File: config.mk
export PLATFORM = sky130hd
export DESIGN_NAME = address_sync_crc8_frame_receiver
export DESIGN_NICKNAME = d
export VERILOG_FILES = /design/src/hw/rtl/asc8fr_pkg.sv /design/src/hw/rtl/asc8fr_cell.sv /design/src/hw/rtl/address_sync_crc8_frame_receiver.sv
export SDC_FILE = /design/constraint.sdc
export NUM_CORES = 1
export LEC_CHECK = 0
export BUFFER_PORTS_ARGS = -buffer_cell sky130_fd_sc_hd__buf_2
export CAP_MARGIN = 10
export CORE_MARGIN = 2
export CORE_UTILIZATION = 31
export DETAILED_ROUTE_END_ITERATION = 16
export SKIP_LAST_GASP = 1
export SYNTH_ARGS = -nofsm -noshare
export SYNTH_HDL_FRONTEND = slang
export SYNTH_SLANG_ARGS = --single-unit
File: constraint.sdc
create_clock -name clk -period 22.6 [get_ports clk]
set_clock_uncertainty 0.1 [all_clocks]
set_input_delay 4.52 -clock clk [delete_from_list [all_inputs] [get_ports clk]]
set_output_delay 4.52 -clock clk [all_outputs]
set_load 0.05 [all_outputs]
File: src/hw/rtl/asc8fr_pkg.sv
package asc8fr_pkg;

  localparam int BYTE_W = 8;
  localparam logic [BYTE_W-1:0] CRC_POLY = 8'h07;

  typedef logic [BYTE_W-1:0] byte_t;

  typedef struct packed {
    logic load;
    logic shift;
  } cell_ctrl_t;

  function automatic byte_t crc_feed(input byte_t crc, input byte_t din);
    byte_t c;
    c = crc ^ din;
    for (int k = 0; k < BYTE_W; k++) begin
      if (c[BYTE_W-1]) begin
        c = (c << 1) ^ CRC_POLY;
      end else begin
        c = c << 1;
      end
    end
    return c;
  endfunction

endpackage

File: src/hw/rtl/asc8fr_cell.sv
module asc8fr_cell (
  input  logic                clk,
  input  asc8fr_pkg::cell_ctrl_t ctrl,
  input  asc8fr_pkg::byte_t   shift_in,
  input  asc8fr_pkg::byte_t   load_in,
  output asc8fr_pkg::byte_t   q
);

  asc8fr_pkg::byte_t q_r;

  always_ff @(posedge clk) begin
    if (ctrl.load) begin
      q_r <= load_in;
    end else if (ctrl.shift) begin
      q_r <= shift_in;
    end
  end

  assign q = q_r;

endmodule

File: src/hw/rtl/address_sync_crc8_frame_receiver.sv
// Fixed-length frame receiver. While idle, bytes are dropped until one equals
// the device address; that byte and the following FRAME_LEN-1 bytes form a
// frame. A CRC-8 (poly 0x07, init 0) over all but the last byte must equal the
// last byte; a good frame is then sent out as FRAME_LEN bytes, one per cycle
// while out_tready is high, with byte_index on every byte and tlast on the
// final byte. Bad frames are dropped silently. A final byte equal to the
// address opens the next frame. Input bytes are taken one per cycle; the only
// stall is on the final byte of a frame while the previous good frame is
// still being sent from the output cell chain.
module address_sync_crc8_frame_receiver #(
  parameter int FRAME_LEN = 32
) (
  input  logic        clk,
  input  logic        rst_n,
  input  logic        cfg_we,
  input  logic [7:0]  cfg_wdata,     // device_address
  input  logic        in_tvalid,
  output logic        in_tready,
  input  logic [7:0]  in_tdata,      // [7:0] rx_byte
  output logic        out_tvalid,
  input  logic        out_tready,
  output logic [15:0] out_tdata,     // [7:0] frame_byte, [13:8] byte_index, [15:14] zero
  output logic        out_tlast      // last_of_frame
);

  localparam int IDX_W = $clog2(FRAME_LEN);
  localparam logic [IDX_W-1:0] LAST_IDX = IDX_W'(FRAME_LEN - 1);

  asc8fr_pkg::byte_t addr_r;
  asc8fr_pkg::byte_t crc_r, crc_nxt;
  logic [IDX_W-1:0]  fill_r, fill_nxt;
  logic [IDX_W-1:0]  oidx_r, oidx_nxt;
  logic              busy_r, busy_nxt;

  asc8fr_pkg::byte_t cap_q   [FRAME_LEN];
  asc8fr_pkg::byte_t cap_in  [FRAME_LEN];
  asc8fr_pkg::byte_t emit_q  [FRAME_LEN];
  asc8fr_pkg::byte_t emit_in [FRAME_LEN];

  asc8fr_pkg::cell_ctrl_t cap_ctrl, emit_ctrl;

  logic in_fire, out_fire, take, last_byte, good;
  asc8fr_pkg::byte_t b;

  assign b         = in_tdata;
  assign in_tready = !(busy_r && fill_r == LAST_IDX);
  assign in_fire   = in_tvalid && in_tready;
  assign out_fire  = out_tvalid && out_tready;
  assign take      = in_fire && (fill_r != '0 || b == addr_r);
  assign last_byte = fill_r == LAST_IDX;
  assign good      = take && last_byte && crc_r == b;

  always_comb begin
    crc_nxt  = crc_r;
    fill_nxt = fill_r;
    if (take) begin
      if (last_byte) begin
        if (b == addr_r) begin
          fill_nxt = IDX_W'(1);
          crc_nxt  = asc8fr_pkg::crc_feed('0, b);
        end else begin
          fill_nxt = '0;
          crc_nxt  = '0;
        end
      end else begin
        fill_nxt = fill_r + IDX_W'(1);
        crc_nxt  = asc8fr_pkg::crc_feed(crc_r, b);
      end
    end
  end

  always_comb begin
    busy_nxt = busy_r;
    oidx_nxt = oidx_r;
    if (good) begin
      busy_nxt = 1'b1;
      oidx_nxt = '0;
    end else if (out_fire) begin
      if (oidx_r == LAST_IDX) begin
        busy_nxt = 1'b0;
      end else begin
        oidx_nxt = oidx_r + IDX_W'(1);
      end
    end
  end

  always_ff @(posedge clk) begin
    if (!rst_n) begin
      addr_r <= '0;
      crc_r  <= '0;
      fill_r <= '0;
      oidx_r <= '0;
      busy_r <= 1'b0;
    end else begin
      if (cfg_we) begin
        addr_r <= cfg_wdata;
      end
      crc_r  <= crc_nxt;
      fill_r <= fill_nxt;
      oidx_r <= oidx_nxt;
      busy_r <= busy_nxt;
    end
  end

  always_comb begin
    cap_ctrl.load   = 1'b0;
    cap_ctrl.shift  = take;
    emit_ctrl.load  = good;
    emit_ctrl.shift = out_fire;
  end

  for (genvar i = 0; i < FRAME_LEN; i++) begin : g_cells
    if (i == FRAME_LEN - 1) begin : g_tail
      assign cap_in[i]  = b;
      assign emit_in[i] = '0;
    end else begin : g_body
      assign cap_in[i]  = cap_q[i+1];
      assign emit_in[i] = emit_q[i+1];
    end

    asc8fr_cell u_cap (
      .clk      (clk),
      .ctrl     (cap_ctrl),
      .shift_in (cap_in[i]),
      .load_in  (cap_in[i]),
      .q        (cap_q[i])
    );

    asc8fr_cell u_emit (
      .clk      (clk),
      .ctrl     (emit_ctrl),
      .shift_in (emit_in[i]),
      .load_in  (cap_in[i]),
      .q        (emit_q[i])
    );
  end

  assign out_tvalid = busy_r;
  assign out_tdata  = {2'b00, 6'(oidx_r), emit_q[0]};
  assign out_tlast  = oidx_r == LAST_IDX;

endmodule
==> impl_metrics.ini <==
[run_status]
run_status = finished clean

[clock_tree]
cts_setup_buffers = 0
cts_inserted_buffers = 52
htreeDepth = 2
cts_tree = done
clk_transition_reported_paths_ns = 0.06
cts_hold_buf = 0
clockBufferDepth = 3
clock-sinks = 531
clock-root-buffer = clkbuf_16
insertion_delay_ns = 0.57
cts_resized = 0

[timing]
period_needed_ns = 8.20
relSlewSlack_pct = 30.0
period_share_pct = 36.3
max_freq_ghz = 0.122
setup-tns-final_ns = 0
worstMarginPinSlew_ns = 1.05
hold_viol = 0
setup_viol = 0
drv_slew = 0
rsz0062_at_grt = no

[placed_design]
placed_area_sq_um = 21400
hpwl_um = 14600
place_congestion = 0.776
portBuffers = 36

[power_and_ir_drop]
p_per_area_nw_per_um2 = 82.6
power.leakage_nw = 8.04
total_power_w = 0.00190
irDropWorstVdd_mv = 0.0665

[floorplanning]
rows = 93
die-area_sq_um = 67800
num_io_pins = 40
die_w_um = 260
die_h_um = 260
core_sq_um = 64700
start_util_pct = 31.5

[synth]
async_flop_share_pct = 0
synthFlopType = edfxtp_1
synth_seq_area_share_pct = 77.0
netlist_area_sq_um = 20400
syn-mean-instance-area_sq_um = 20.6
synth_cells = 991
yosysUniqueCellTypes = 42
ys_warn_count = 0
ys_ff_latch = 531
synth_edf_count = 504

[grt]
grt_pass1_wl_um = 46100
grtUsageTotal_pct = 8.20
grt_pass1_vias = 9013
grt_max_degree = 82
gr-total-overflow = 0
antenna_found_initial = 0

[finish]
n_antenna_cell = 0
fin_nets = 1076
final_common_cell = edfxtp_1
final_cell_mix = edfxtp_1, mux2_4, mux2_2
final_area_sq_um = 23000
area_delta_synth_final_pct = 12.9
drive_gt1_share_pct = 28.1

[worst_setup_path]
crit_type = primary input to flip-flop
crit_chain = buf_2 > xnor2_1 > ha_1 > nand4_1 > nor4_2 > buf_4 > nand2_8 > nand2_4 > buf_4
cp_top_family = simple AND/OR/NAND/NOR gates
cp_slowest_stage_delay_ns = 0.90
critPathCaptureType = flip-flop
startpoint_type = primary input
worst_path_most_repeated_cell = buf_4
worstPathRequired_ns = 22.69
arrival_ns = 8.28
worst-path-buf-inv = 3
cp_max_fo = 81
crit_slowest_cell = buf_4

[flow_run]
maxCapViolCount = 0

[drt]
first_iter_violations = 615
wirelength_um = 27800
vias_per_cell = 4.37
vias = 8486
first_pass_iters = 4
drc_errors = 0
routedWlPerCell_um = 14.3
drtAntennaViolNets = 0

[min_path]
min_path_type = flip-flop to flip-flop
[per-layer routing]
metal  global-route usage, %  vias to the layer above  wire length, um
met2                    13.9                       91            13500
met5                       0                        -                0
met1                    10.4                     4356            12600
li1                        -                     3978                -
met3                    1.88                       61              994
met4                    2.54                        0              629
[stage by stage]
stage          hold slack (ns)  setup slack (ns)  instances  util (%)
5_1_grt                  0.341             14.01       1944      35.5
4_1_cts                  0.335             14.30       1944      35.5
2_1_floorplan            0.319             10.23        993         -
6_report                 0.339             14.40       1944      35.5
3_5_place_dp             0.327             13.71       1848      33.1
3_3_place_gp             0.320             13.80       1848      33.1
[power breakdown]
group          switching, W  internal [W]
clock network      0.000357      0.000451
logic             0.0000149    0.00000993
registers        0.00000190       0.00106
total              0.000374       0.00153
[state kept, by name, summed over array words and instances, names as in the netlist]
register          flops
addr_r                8
crc_r                 8
fill_r                5
g_cells.u_cap.q     248
g_cells.u_emit.q    256
oidx_r                5
out_tvalid            1
[synthesized netlist by cell type, types with 2 or more instances]
library cell | instances | share of area [%]
mux2i_1 | 10 | 0.49
nand3_1 | 5 | 0.12
a21oi_1 | 10 | 0.25
xnor2_1 | 27 | 1.2
a221oi_1 | 2 | 0.086
nor4_4 | 2 | 0.21
o31ai_1 | 2 | 0.074
buf_6 | 18 | 1.0
nand4_1 | 3 | 0.092
mux2_4 | 91 | 6.7
nor4b_1 | 2 | 0.086
or3_1 | 2 | 0.061
a211oi_1 | 6 | 0.22
o22a_1 | 6 | 0.26
nand2_1 | 15 | 0.28
inv_1 | 3 | 0.055
mux2_1 | 74 | 4.1
ha_1 | 8 | 0.49
edfxtp_1 | 504 | 74
buf_2 | 16 | 0.39
xor2_1 | 18 | 0.77
dfxtp_1 | 27 | 2.7
clkbuf_1 | 8 | 0.15
mux2_2 | 83 | 4.6
buf_4 | 5 | 0.18
nor2_1 | 15 | 0.28
and3_1 | 14 | 0.43
[cell families (layout without fill, tap and decap cells)]
family,after synthesis,count (layout),synth area share (%)
buffers and inverters,50,146,1.78
multiplexers,258,258,15.9
XOR/XNOR,45,45,1.93
flip-flops,531,531,77.0
AND/OR/NAND/NOR,62,62,1.68
AO/OA/AOI/OAI,36,36,1.27
other,1,3,0.0184
adder cells (fa/ha/maj),8,8,0.491
[cell type report]
cell class,instances,area [sq um]
fill,6091,41700
clock inverter,33,245
sequential,531,15700
multi-input combinational,412,4380
timing repair buffer,47,263
clock buffer,63,1350
inverter,3,11.3
tap,855,1070
[worst paths after layout]
| check | start | endpoint | slack [ns] | cells past startpoint |
|---|---|---|---|---|
| worst max-delay path | in_tdata[7] | g_cells[31].u_emit.q[1]$_SDFFCE_PN0P_ | 14.40 | 9 |
| worst min-delay path | g_cells[25].u_cap.q[5]$_DFFE_PN_ | g_cells[24].u_cap.q[5]$_DFFE_PN_ | 0.34 | 0 |
| worst max register to register | fill_r[1]$_SDFFE_PN0N_ | g_cells[0].u_emit.q[4]$_DFFE_PP_ | 17.45 | 11 |
| worst min register to register | g_cells[25].u_cap.q[5]$_DFFE_PN_ | g_cells[24].u_cap.q[5]$_DFFE_PN_ | 0.34 | 0 |
Note: power is estimated with default switching activity, not from simulation.
